<file path="config.mk">
export PLATFORM = sky130hd
export DESIGN_NAME = gjk_simplex_update_2d
export DESIGN_NICKNAME = d
export VERILOG_FILES = /design/src/hdl/gsu_pkg.sv /design/src/hdl/gsu_datapath.sv /design/src/hdl/gsu_ctrl.sv /design/src/hdl/gjk_simplex_update_2d.sv
export SDC_FILE = /design/constraint.sdc
export NUM_CORES = 2
export LEC_CHECK = 0
export ABC_AREA = 1
export ABC_CLOCK_PERIOD_IN_PS = 21700
export BUFFER_PORTS_ARGS = -buffer_cell sky130_fd_sc_hd__buf_4
export CAP_MARGIN = 20
export CORE_MARGIN = 3
export CORE_UTILIZATION = 34
export CTS_CLUSTER_SIZE = 20
export DETAILED_ROUTE_END_ITERATION = 7
export SYNTH_ARGS = -nofsm -noshare
export SYNTH_HDL_FRONTEND = slang
export SYNTH_SLANG_ARGS = --single-unit
</file>
<file path="constraint.sdc">
create_clock -name i_clk -period 21.7 [get_ports i_clk]
set_clock_uncertainty 0.1 [all_clocks]
set_input_delay 1.085 -clock i_clk [delete_from_list [all_inputs] [get_ports i_clk]]
set_output_delay 1.085 -clock i_clk [all_outputs]
set_load 0.05 [all_outputs]
</file>
<file path="src/hdl/gsu_pkg.sv">
`timescale 1ns / 1ps
// ----------------------------------------------------------------------------
// gsu_pkg
// Shared types and constants for the 2D GJK simplex update block.
// ----------------------------------------------------------------------------
package gsu_pkg;
    localparam int COORD_WIDTH_DEF = 16;
    localparam int PW = 17;  // simplex point width
    localparam int DW = 55;  // direction width
    localparam int MW = 36;  // single multiply product width (max 35 + sign)

    localparam logic [1:0] KIND_ADD    = 2'd0;
    localparam logic [1:0] KIND_CLEAR  = 2'd1;
    localparam logic [1:0] KIND_UPDATE = 2'd2;

    // multiplier operand selects
    typedef enum logic [3:0] {
        OP_NONE, OP_SEG_D1, OP_SEG_D2, OP_SEG_X, OP_SEG_Y,
        OP_TRI_DAB1, OP_TRI_DAB2, OP_TRI_EAC1, OP_TRI_EAC2,
        OP_TRI_EAB1, OP_TRI_EAB2, OP_TRI_X, OP_TRI_Y
    } t_mop;

    typedef struct packed {
        logic       load;      // capture input transaction
        logic       add_pt;    // append point
        logic       clear;     // empty simplex
        logic       prep;      // compute edge vectors
        t_mop       mop;       // multiply step
        logic       seg_fix;   // apply perpendicular fallback
        logic       drop_b;    // triangle: keep c, a
        logic       drop_c;    // triangle: keep b, a
        logic       set_cont;
        logic       clr_flags;
        logic       set_rej;
    } t_cmd;

    typedef struct packed {
        logic [1:0] kind;
        logic [1:0] size;
        logic       keep_ac;   // origin beyond edge ac
        logic       keep_ab;   // origin beyond edge ab
    } t_sts;
endpackage

</file>
<file path="src/hdl/gsu_datapath.sv">
`timescale 1ns / 1ps
// ----------------------------------------------------------------------------
// gsu_datapath
// Simplex store, edge vectors and one shared multiplier with accumulators.
// ----------------------------------------------------------------------------
module gsu_datapath import gsu_pkg::*; #(
    parameter int COORD_WIDTH = COORD_WIDTH_DEF
) (
    input  logic                 i_clk,
    input  logic                 i_rst_n,
    input  t_cmd                 i_cmd,
    output t_sts                 o_sts,
    input  logic [1:0]           i_kind,
    input  logic signed [15:0]   i_first_x,
    input  logic signed [15:0]   i_first_y,
    input  logic signed [15:0]   i_second_x,
    input  logic signed [15:0]   i_second_y,
    output logic [1:0]           o_point_count,
    output logic signed [PW-1:0] o_last_x,
    output logic signed [PW-1:0] o_last_y,
    output logic signed [DW-1:0] o_dir_x,
    output logic signed [DW-1:0] o_dir_y,
    output logic                 o_dir_valid,
    output logic                 o_contains_origin,
    output logic                 o_add_rejected
);
    logic [1:0]           r_kind;
    logic signed [PW-1:0] r_nx, r_ny;
    logic signed [PW-1:0] r_px [3];
    logic signed [PW-1:0] r_py [3];
    logic [1:0]           r_size;
    // edge vectors (18 bits) and origin vector
    logic signed [PW:0]   r_abx, r_aby, r_acx, r_acy, r_aox, r_aoy;
    logic signed [MW:0]   r_d, r_e2;   // cross products (37 bits)
    logic signed [MW:0]   r_e1;
    logic signed [DW-1:0] r_dx, r_dy;
    logic                 r_dv, r_co, r_rj;
    logic                 r_keep_ac;

    logic signed [COORD_WIDTH-1:0] w_fx, w_fy, w_sx, w_sy;
    assign w_fx = i_first_x[COORD_WIDTH-1:0];
    assign w_fy = i_first_y[COORD_WIDTH-1:0];
    assign w_sx = i_second_x[COORD_WIDTH-1:0];
    assign w_sy = i_second_y[COORD_WIDTH-1:0];

    // shared multiplier: 37 x 19 signed, accumulate or load
    logic signed [MW:0]   m_a;
    logic signed [PW+1:0] m_b;
    logic signed [DW+1:0] m_p;
    logic                 m_acc, m_neg;
    always_comb begin
        m_a = '0; m_b = '0; m_acc = 1'b0; m_neg = 1'b0;
        unique case (i_cmd.mop)
            OP_NONE:     ;
            OP_SEG_D1:   begin m_a = (MW+1)'(r_abx); m_b = (PW+2)'(r_aoy); end
            OP_SEG_D2:   begin m_a = (MW+1)'(r_aby); m_b = (PW+2)'(r_aox);
                               m_acc = 1'b1; m_neg = 1'b1; end
            OP_SEG_X:    begin m_a = r_d; m_b = (PW+2)'(r_aby); m_neg = 1'b1; end
            OP_SEG_Y:    begin m_a = r_d; m_b = (PW+2)'(r_abx); end
            OP_TRI_DAB1: begin m_a = (MW+1)'(r_abx); m_b = (PW+2)'(r_acy); end
            OP_TRI_DAB2: begin m_a = (MW+1)'(r_aby); m_b = (PW+2)'(r_acx);
                               m_acc = 1'b1; m_neg = 1'b1; end
            OP_TRI_EAC1: begin m_a = (MW+1)'(r_aoy); m_b = (PW+2)'(r_acx); end
            OP_TRI_EAC2: begin m_a = (MW+1)'(r_aox); m_b = (PW+2)'(r_acy);
                               m_acc = 1'b1; m_neg = 1'b1; end
            OP_TRI_EAB1: begin m_a = (MW+1)'(r_aoy); m_b = (PW+2)'(r_abx); end
            OP_TRI_EAB2: begin m_a = (MW+1)'(r_aox); m_b = (PW+2)'(r_aby);
                               m_acc = 1'b1; m_neg = 1'b1; end
            OP_TRI_X:    begin m_a = r_d; m_b = (PW+2)'(r_keep_ac ? r_acy : r_aby);
                               m_neg = r_keep_ac; end
            OP_TRI_Y:    begin m_a = r_d; m_b = (PW+2)'(r_keep_ac ? r_acx : r_abx);
                               m_neg = !r_keep_ac; end
            default:     ;
        endcase
        m_p = (DW+2)'(m_a) * (DW+2)'(m_b);
    end

    logic signed [DW+1:0] w_term;
    assign w_term = m_neg ? -m_p : m_p;

    logic w_keep_ac, w_keep_ab;
    // product sign tests: dab*eac >= 0 ; (-dab)*eab >= 0
    assign w_keep_ac = (r_d == 0) || (r_e1 == 0) || (r_d[MW] == r_e1[MW]);
    assign w_keep_ab = (r_d == 0) || (r_e2 == 0) || (r_d[MW] != r_e2[MW]);

    assign o_sts = '{kind: r_kind, size: r_size, keep_ac: w_keep_ac, keep_ab: w_keep_ab};

    always_ff @(posedge i_clk) begin
        if (!i_rst_n) begin
            r_size <= '0;
        end else begin
            if (i_cmd.add_pt) r_size <= r_size + 2'd1;
            if (i_cmd.clear) r_size <= '0;
            if (i_cmd.drop_b || i_cmd.drop_c) r_size <= 2'd2;
        end
        if (i_cmd.load) begin
            r_kind <= i_kind;
            r_nx   <= PW'(w_fx) - PW'(w_sx);
            r_ny   <= PW'(w_fy) - PW'(w_sy);
        end
        if (i_cmd.add_pt) begin
            r_px[r_size] <= r_nx;
            r_py[r_size] <= r_ny;
        end
        if (i_cmd.prep) begin
            r_keep_ac <= 1'b0;
            if (r_size == 2'd2) begin
                r_abx <= (PW+1)'(r_px[0]) - (PW+1)'(r_px[1]);
                r_aby <= (PW+1)'(r_py[0]) - (PW+1)'(r_py[1]);
                r_aox <= -(PW+1)'(r_px[1]);
                r_aoy <= -(PW+1)'(r_py[1]);
            end else begin
                r_abx <= (PW+1)'(r_px[1]) - (PW+1)'(r_px[2]);
                r_aby <= (PW+1)'(r_py[1]) - (PW+1)'(r_py[2]);
                r_acx <= (PW+1)'(r_px[0]) - (PW+1)'(r_px[2]);
                r_acy <= (PW+1)'(r_py[0]) - (PW+1)'(r_py[2]);
                r_aox <= -(PW+1)'(r_px[2]);
                r_aoy <= -(PW+1)'(r_py[2]);
            end
        end
        unique case (i_cmd.mop)
            OP_SEG_D1, OP_SEG_D2, OP_TRI_DAB1, OP_TRI_DAB2:
                r_d <= m_acc ? r_d + (MW+1)'(w_term) : (MW+1)'(w_term);
            OP_TRI_EAC1, OP_TRI_EAC2:
                r_e1 <= m_acc ? r_e1 + (MW+1)'(w_term) : (MW+1)'(w_term);
            OP_TRI_EAB1, OP_TRI_EAB2:
                r_e2 <= m_acc ? r_e2 + (MW+1)'(w_term) : (MW+1)'(w_term);
            OP_SEG_X, OP_TRI_X: r_dx <= DW'(w_term);
            OP_SEG_Y, OP_TRI_Y: r_dy <= DW'(w_term);
            default: ;
        endcase
        if (i_cmd.mop == OP_TRI_EAB2) r_keep_ac <= w_keep_ac;
        if (i_cmd.seg_fix && r_dx == 0 && r_dy == 0) begin
            r_dx <= DW'(r_aby);
            r_dy <= -DW'(r_abx);
        end
        if (i_cmd.clr_flags) begin
            r_dv <= 1'b0; r_co <= 1'b0; r_rj <= 1'b0;
            r_dx <= '0; r_dy <= '0;
        end
        if (i_cmd.seg_fix) r_dv <= 1'b1;
        if (i_cmd.drop_b) begin
            r_px[1] <= r_px[2]; r_py[1] <= r_py[2]; r_dv <= 1'b1;
        end
        if (i_cmd.drop_c) begin
            r_px[0] <= r_px[1]; r_py[0] <= r_py[1];
            r_px[1] <= r_px[2]; r_py[1] <= r_py[2]; r_dv <= 1'b1;
        end
        if (i_cmd.set_cont) r_co <= 1'b1;
        if (i_cmd.set_rej)  r_rj <= 1'b1;
    end

    logic [1:0] w_li;
    assign w_li = r_size - 2'd1;
    assign o_point_count     = r_size;
    assign o_last_x          = (r_size == 2'd0) ? '0 : r_px[w_li];
    assign o_last_y          = (r_size == 2'd0) ? '0 : r_py[w_li];
    assign o_dir_x           = r_dx;
    assign o_dir_y           = r_dy;
    assign o_dir_valid       = r_dv;
    assign o_contains_origin = r_co;
    assign o_add_rejected    = r_rj;
endmodule

</file>
<file path="src/hdl/gsu_ctrl.sv">
`timescale 1ns / 1ps
// ----------------------------------------------------------------------------
// gsu_ctrl
// Sequencer: accepts a transaction, steps the multiplier, presents result.
// ----------------------------------------------------------------------------
module gsu_ctrl import gsu_pkg::*; (
    input  logic i_clk,
    input  logic i_rst_n,
    input  logic i_valid,
    output logic o_stall,
    output logic o_valid,
    input  logic i_stall,
    input  t_sts i_sts,
    output t_cmd o_cmd
);
    typedef enum logic [4:0] {
        S_IDLE, S_DISP, S_PREP, S_SD1, S_SD2, S_SX, S_SY, S_SFIX,
        S_TD1, S_TD2, S_TE1, S_TE2, S_TF1, S_TF2, S_TDEC, S_TX, S_TY, S_OUT
    } t_state;
    t_state r_state, n_state;
    logic   r_valid, r_drop_c;

    assign o_stall = (r_state != S_IDLE);
    assign o_valid = r_valid;

    always_comb begin
        o_cmd = '0;
        o_cmd.mop = OP_NONE;
        n_state = r_state;
        unique case (r_state)
            S_IDLE: if (i_valid) begin o_cmd.load = 1'b1; n_state = S_DISP; end
            S_DISP: begin
                o_cmd.clr_flags = 1'b1;
                n_state = S_OUT;
                priority if (i_sts.kind == KIND_ADD) begin
                    if (i_sts.size == 2'd3) o_cmd.set_rej = 1'b1;
                    else o_cmd.add_pt = 1'b1;
                end else if (i_sts.kind == KIND_CLEAR) begin
                    o_cmd.clear = 1'b1;
                end else if (i_sts.kind == KIND_UPDATE && i_sts.size[1]) begin
                    n_state = S_PREP;
                end
            end
            S_PREP: begin o_cmd.prep = 1'b1; n_state = (i_sts.size == 2'd2) ? S_SD1 : S_TD1; end
            S_SD1: begin o_cmd.mop = OP_SEG_D1; n_state = S_SD2; end
            S_SD2: begin o_cmd.mop = OP_SEG_D2; n_state = S_SX; end
            S_SX:  begin o_cmd.mop = OP_SEG_X;  n_state = S_SY; end
            S_SY:  begin o_cmd.mop = OP_SEG_Y;  n_state = S_SFIX; end
            S_SFIX: begin o_cmd.seg_fix = 1'b1; n_state = S_OUT; end
            S_TD1: begin o_cmd.mop = OP_TRI_DAB1; n_state = S_TD2; end
            S_TD2: begin o_cmd.mop = OP_TRI_DAB2; n_state = S_TE1; end
            S_TE1: begin o_cmd.mop = OP_TRI_EAC1; n_state = S_TE2; end
            S_TE2: begin o_cmd.mop = OP_TRI_EAC2; n_state = S_TF1; end
            S_TF1: begin o_cmd.mop = OP_TRI_EAB1; n_state = S_TF2; end
            S_TF2: begin o_cmd.mop = OP_TRI_EAB2; n_state = S_TDEC; end
            S_TDEC: begin
                priority if (i_sts.keep_ac || i_sts.keep_ab) n_state = S_TX;
                else begin o_cmd.set_cont = 1'b1; n_state = S_OUT; end
            end
            S_TX: begin o_cmd.mop = OP_TRI_X; n_state = S_TY; end
            S_TY: begin
                o_cmd.mop = OP_TRI_Y;
                o_cmd.drop_b = !r_drop_c;
                o_cmd.drop_c = r_drop_c;
                n_state = S_OUT;
            end
            S_OUT: if (!r_valid) n_state = S_IDLE;
            default: n_state = S_IDLE;
        endcase
    end

    always_ff @(posedge i_clk) begin
        if (!i_rst_n) begin
            r_state <= S_IDLE;
            r_valid <= 1'b0;
            r_drop_c <= 1'b0;
        end else begin
            r_state <= n_state;
            if (r_state == S_TDEC) r_drop_c <= !i_sts.keep_ac;
            if (r_valid && !i_stall) r_valid <= 1'b0;
            else if (r_state != S_OUT && n_state == S_OUT) r_valid <= 1'b1;
        end
    end
endmodule

</file>
<file path="src/hdl/gjk_simplex_update_2d.sv">
`timescale 1ns / 1ps
// ----------------------------------------------------------------------------
// gjk_simplex_update_2d
// 2D GJK simplex keeper with segment/triangle direction update.
// ----------------------------------------------------------------------------
// Input channel: i_valid/o_stall with kind and two support points; add
// stores first - second, clear empties, update computes a new direction or reports that the origin is enclosed.
// Output channel: o_valid/i_stall carries one result transaction per input.
// One transaction at a time. Add and clear need no multiply; segment and
// triangle updates are paced by the single shared 37x19 multiplier
// stepping through the cross products. The next input is taken only
// after the result has left.
// Reset (synchronous, active low) empties the simplex and drops any pending
// result. While the receiver stalls the result holds and input stalls.
// ----------------------------------------------------------------------------
module gjk_simplex_update_2d import gsu_pkg::*; #(
    parameter int COORD_WIDTH = COORD_WIDTH_DEF
) (
    input  logic                 i_clk,
    input  logic                 i_rst_n,
    input  logic                 i_valid,
    output logic                 o_stall,
    input  logic [1:0]           i_kind,
    input  logic signed [15:0]   i_first_x,
    input  logic signed [15:0]   i_first_y,
    input  logic signed [15:0]   i_second_x,
    input  logic signed [15:0]   i_second_y,
    output logic                 o_valid,
    input  logic                 i_stall,
    output logic [1:0]           o_point_count,
    output logic signed [PW-1:0] o_last_x,
    output logic signed [PW-1:0] o_last_y,
    output logic signed [DW-1:0] o_dir_x,
    output logic signed [DW-1:0] o_dir_y,
    output logic                 o_dir_valid,
    output logic                 o_contains_origin,
    output logic                 o_add_rejected
);
    t_cmd w_cmd;
    t_sts w_sts;

    gsu_ctrl u_ctrl (
        .i_clk, .i_rst_n, .i_valid, .o_stall, .o_valid, .i_stall,
        .i_sts(w_sts), .o_cmd(w_cmd)
    );

    gsu_datapath #(.COORD_WIDTH(COORD_WIDTH)) u_dp (
        .i_clk, .i_rst_n, .i_cmd(w_cmd), .o_sts(w_sts),
        .i_kind, .i_first_x, .i_first_y, .i_second_x, .i_second_y,
        .o_point_count, .o_last_x, .o_last_y, .o_dir_x, .o_dir_y,
        .o_dir_valid, .o_contains_origin, .o_add_rejected
    );
endmodule

</file>
# Word level (Yosys, flattened, before mapping)
# Memories as Yosys holds them, arrays and structs flattened.
# Index checks and enable logic that the tools add are counted.
[op_classes]
eq_ne = 37
reduce_logical = 51
bitwise_logic = 4
n_addsub = 19
mul = 1
mux = 63
[op_table]
columns = ["op", "count"]
rows = [
  ["two-way mux 55 bit", 5],
  ["one-hot mux 37 bit (5 select lines)", 1],
  ["one-hot mux 19 bit (8 select lines)", 1],
  ["adder 37 bit", 3],
  ["zero test 37 bit", 3],
  ["two-way mux 37 bit", 3],
  ["zero test 55 bit", 2],
  ["subtractor 17 x 17 -> 18 bit", 6],
  ["two-way mux 17 bit", 6],
  ["one-hot mux 5 bit (17 select lines)", 1],
  ["two-way mux 18 bit", 4],
  ["negator 17 -> 18 bit", 4],
  ["multiplier 37 x 19 -> 55 bit", 1],
  ["negator 18 -> 55 bit", 1],
  ["negator 55 bit", 1],
  ["one-hot mux 4 bit (12 select lines)", 1],
  ["== test 5 x 4 -> 1 bit (second input constant)", 8],
  ["two-way mux 19 bit", 2],
  ["OR reduction 17 bit", 2],
  ["subtractor 16 x 16 -> 17 bit", 2],
  ["two-way mux 5 bit", 6],
  ["OR reduction 2 bit", 14],
  ["two-way mux 1 bit", 23],
  ["== test 4 bit (second input constant)", 5],
  ["other kinds (31)", 70],
]
[word_totals]
regBits = 378
ramBits = 102
wordCells = 200
n_memories = 2
in_bits = 70
[memory_table]
columns = ["name", "words", "word_bits", "rd", "rd_clocked_by_memory_dff", "write_ports", "line", "source"]
rows = [
  ["u_dp.r_px", 3, 17, 4, 0, 2, "gsu_datapath.sv:29", "logic signed [PW-1:0] r_px [3];"],
  ["u_dp.r_py", 3, 17, 4, 0, 2, "gsu_datapath.sv:30", "logic signed [PW-1:0] r_py [3];"],
]

# Depth between registers and ports, before layout
[logic_depth]
word_depth = 10
ltp_mapped = 62

# Hierarchy
# Synthesis repeated with hierarchy kept, for this count alone.
[unflattened]
hier_cells = 8308
hier_area_um2 = 62675.1
[by_module_without_submodules]
columns = ["module", "area_each_um2", "instances", "cells_per_inst"]
rows = [
  ["gsu_datapath", 61976.9, 1, 8185],
  ["gsu_ctrl", 698.2, 1, 123],
]

# Least setup slack after synthesis
# OpenSTA, ideal clock, no wires.
[synth_timing]
path_kind = "reg2reg"
start = "reg u_dp.r_keep_ac"
end = "reg u_dp.r_e2[36], data pin"
arrival_ns = 9.317
n_path_buf = 3
period_less_slack_ns = 9.671
setup_time_ns = 0.254
path_stages_with_launch = 50
setup_slack_ns = 12.029
path_cell_list = "edfxtp_1 > clkinv_1 > clkbuf_1 > buf_2 > nand2_1 > o21ai_0 > o22ai_1 > nor4_1 > clkbuf_1 > nor2_1 > fa_1 > inv_1 > fa_1 > fa_1 > inv_1 > fa_1 > fa_1 > fa_1 > [14 not listed] > and2_1 > nand3_2 > o21ai_1 > xor2_1 > ha_1 > a21o_1 > a21oi_1 > o221ai_1 > a21oi_1 > nand3_1 > nand2_1 > inv_1 > o21ai_0 > nand2_1 > a21oi_1 > o21ai_0 > xor2_1 > inv_1"
[synth_between]
elab_chain_len = 7
[synth_rtl]
columns = ["item", "line", "source"]
rows = [
  ["start: declaration", "gsu_datapath.sv:38", "logic r_keep_ac;"],
  ["start signal: assignment", "gsu_datapath.sv:132", "if (i_cmd.mop == OP_TRI_EAB2) r_keep_ac <= w_keep_ac;"],
  ["two-way mux 19 bit (on tied branches)", "gsu_datapath.sv:71, gsu_datapath.sv:69", ""],
  ["one-hot mux 19 bit (8 select lines)", "gsu_datapath.sv:53", "unique case (i_cmd.mop)"],
  ["multiplier 37 x 19 -> 55 bit", "gsu_datapath.sv:75", "m_p = (DW+2)'(m_a) * (DW+2)'(m_b);"],
  ["negator 55 bit", "gsu_datapath.sv:79", "assign w_term = m_neg ? -m_p : m_p;"],
  ["two-way mux 55 bit *", "gsu_datapath.sv:79", ""],
  ["adder 37 bit", "gsu_datapath.sv:127", "r_e2 <= m_acc ? r_e2 + (MW+1)'(w_term) : (MW+1)'(w_term);"],
  ["two-way mux 37 bit *", "gsu_datapath.sv:127", ""],
  ["end signal: assignment", "gsu_datapath.sv:127", ""],
  ["end: declaration", "gsu_datapath.sv:34", "logic signed [MW:0] r_d, r_e2;"],
]
# Every way passes the cells marked *; elsewhere a longest branch is shown, timed or not.
# A chain may end at the register's enable or synchronous reset.

# Worst setup path in the final report
[layout_timing]
start = "reg u_ctrl.r_state[4]"
end = "reg u_dp.r_e2[32], data pin"
[layout_between]
elab_chain_len = 10
[layout_rtl]
columns = ["item", "line", "source"]
rows = [
  ["start: declaration", "gsu_ctrl.sv:20", "t_state r_state, n_state;"],
  ["start signal: assignment", "gsu_ctrl.sv:78", "r_state <= n_state;"],
  ["== test 5 bit (tied with other cells)", "gsu_ctrl.sv:30", "unique case (r_state)"],
  ["one-hot mux 4 bit (12 select lines) *", "gsu_ctrl.sv:30", ""],
  ["== test 4 x 2 -> 1 bit (tied with other cells)", "gsu_datapath.sv:53", ""],
  ["OR reduction 4 bit (no source line) or OR reduction 2 bit (tied branches)", "n/a", ""],
  ["one-hot mux 37 bit (5 select lines) or one-hot mux 19 bit (8 select lines) (tied branches)", "gsu_datapath.sv:53", ""],
  ["multiplier 37 x 19 -> 55 bit", "gsu_datapath.sv:75", ""],
  ["negator 55 bit", "gsu_datapath.sv:79", ""],
  ["two-way mux 55 bit", "gsu_datapath.sv:79", ""],
  ["adder 37 bit", "gsu_datapath.sv:127", ""],
  ["two-way mux 37 bit *", "gsu_datapath.sv:127", ""],
]
# Marks and branches as above.

==> metrics.yaml <==
global_routing:
  grt_pass1_vias: 57380
  grt.total_usage_pct: 25.60
  grt_pass1_wl_mm: 366.9
  grt_max_degree: 89
  antenna_found_initial: 12
  overflow: 0
critical_path:
  crit_path_frequent_cell: "nand2_1"
  critPathMaxFanout: 36
  critPathLaunchType: "register"
  end_kind: "register"
  crit_path_max_incr_delay_ps: 730
  reg2reg_slack_ps: 9140
  cp_slowest_cell: "nand4_1"
  crit_arrival_ps: 12900
  cp.required_ps: 22040
  worstSetupPathType: "reg -> reg"
cts:
  cts_buffer_depth: 3
  cts_sinks: 514
  numCtsBuffers: 68
  cts_setup_buffers: 0
  holdBufCountCts: 0
  cts.reportedPaths.clkPinSlew_ps: 60
  htreeDepth: 3
  cts_tree: "built"
  cts_resized: 0
  ctsRootBufferMaster: "clkbuf_16"
  worst_skew_pair.late_latency_ps: 740
final_layout:
  final_core_util_pct: 38.28
  fin_cells: 10970
  fin_nets: 9619
  syn_to_final_growth_pct: 11.17
  drive_gt1_share_pct: 6.439
placed_design:
  place_congestion: 1.018
  place_inst: 10840
  place.port_buffers: 220
  place_hpwl_mm: 205.7
route:
  wl_per_cell_um: 22.50
  routed-via-count: 57680
  routed_wl_mm: 246.7
  drt_iter0_drc: 5468
  via_per_inst: 5.260
  dr.pass1.iters: 8
  postRouteAntennaNets: 0
  remaining_drc_errors: 4
die:
  io-pin-count: 221
  dieArea_um2: 189400
  rows: 156
  dieWidth_um: 435.2
  die_h_um: 435.2
  core-area_um2: 181900
  start_util_pct: 34.43
synth:
  ys_seq_area_share_pct: 22.69
  synth_warnings: 0
  synth_edf_count: 392
  synth-seq-cells: 514
  synthFlopType: "edfxtp_1"
  synth_area_per_cell_um2: 7.561
  synth_cell_types: 70
  async_flop_share_pct: 0
  synthCells: 8284
  synth.cell_area_um2: 62640
pwr:
  power_density_nw_per_um2: 77.32
  power_mw: 5.384
  leakagePower_nw: 33.47
  max-vdd-ir-drop_mv: 0.06412
status:
  violations: "DRC"
  status: "finished with violations"
sta:
  period_needed_ps: 12560
  rsz0062_at_grt: "no"
  drv_slew: 0
  tightest_slew_ps: 1331
  fin_crit_sh_pct: 57.87
  tns_ps: 0
  hold_violations: 0
  fmax_ghz: 0.07963
  finalSetupViolCount: 0
  timing.slew.headroom_pct: 10.70
worst_hold_path:
  hp-class: "reg -> reg"
flow_run:
  maxCapViolCount: 0
sequential cells by signal (all words and copies together), names as in the netlist, 37 cells and up:
name,cells
u_dp.o_dir_x,55
u_dp.o_dir_y,55
u_dp.r_d,37
u_dp.r_e1,37
u_dp.r_e2,37
u_dp.r_px,68
u_dp.r_py,68
cell families (layout without fill, tap and decap cells):
logic type      count (synthesis)  after routing  synth area share, %
compound gates               1353           1353                11.82
xor+xnor                      186            186                2.655
fa+ha+maj                    1087           1087                29.86
buf+inv                      1826           2019                10.98
flops                         514            514                22.69
mux                             4              4              0.06392
other cells                     1             40             0.005987
simple gates                 3313           3313                21.92
stage by stage:
step / hold WS, ps / area, um2 / setup WS (ps)
after floorplan: 369.3 / 62760 / 12030
after global placement: 356.7 / 67370 / 8875
after detailed placement: 353.1 / 67390 / 9297
after CTS: 363.8 / 69580 / 9272
after global routing: 377.1 / 69620 / 8333
final: 359.6 / 69640 / 9142
where the power goes:
group / internal [mW] / switching, mW / total, mW
combinational: 0.871 / 2.05 / 2.92
clock: 0.647 / 0.499 / 1.15
sequential: 1.21 / 0.108 / 1.32
total: 2.73 / 2.66 / 5.38
path summary, 6_finish.rpt:
check	startpoint	end	cells after the start
max	u_ctrl.r_state[4]	u_dp.r_e2[32]	48
min	u_dp.o_add_rejected	u_dp.o_add_rejected	2
max reg2reg	u_ctrl.r_state[4]	u_dp.r_e2[32]	48
min reg2reg	u_dp.o_add_rejected	u_dp.o_add_rejected	2
synthesized netlist by cell type, types with 40 or more instances:
master / count / area, um2
nand3_1: 231 / 1156
nand2_1: 2056 / 7717
nand4_1: 112 / 700.7
ha_1: 407 / 5092
clkinv_1: 40 / 150.1
xor2_1: 131 / 1147
nor2_1: 644 / 2417
a21oi_1: 556 / 2783
nor4_1: 63 / 394.1
fa_1: 680 / 13610
xnor2_1: 52 / 455.4
nor3_1: 82 / 410.4
o21ai_0: 524 / 2623
clkbuf_1: 208 / 780.8
dfxtp_1: 122 / 2442
edfxtp_1: 392 / 11770
inv_1: 1528 / 5736
o22ai_1: 61 / 381.6
cells in the final DEF (no fill, tap or decap), types with 13 or more instances in the layout:
cell type     n
edfxtp_1    392
o21bai_1     21
inv_2        21
buf_4       311
nor3_1       81
nor2_1      636
nand2_1    2052
a21oi_1     556
clkbuf_16    70
o22ai_1      61
nor4_1       58
dfxtp_1     121
o21a_1       16
nor2_2       17
inv_1      1527
ha_1        406
or2_2        24
clkinv_1     46
nand3_1     230
o21ai_0     524
nand2_2      21
a31oi_1      30
xor2_1      130
fa_1        680
a221oi_1     13
a21o_1       18
nand4_1     112
conb_1       34
xnor2_1      52
nand3b_1     17
a211oi_1     22
routing by layer:
metal | vias up | wire length (um) | track usage [%]
li1 | 26750 | - | -
met1 | 28090 | 102100 | 33.03
met2 | 2347 | 110900 | 41.06
met3 | 484 | 17780 | 4.061
met4 | 6 | 15840 | 14.03
met5 | - | 71 | 0
critical path, delay by kind of cell (launching register included):
family	cells	cell delay, ps
xor+xnor	1	570
compound gates	3	830
buf+inv	10	1320
simple gates	25	4940
flops	1	390
fa+ha+maj	9	4110
cell type report:
cell class	count	area (um2)
Timing Repair Buffer	314	2377
Multi-Input combinational cell	5977	41820
Antenna cell	6	15.01
Fill cell	19150	112300
Inverter	1587	5957
Tap cell	2449	3064
Sequential cell	514	14210
Clock buffer	80	1789
Clock inverter	38	401.6
No activity file was read; power rests on OpenSTA's default activity.
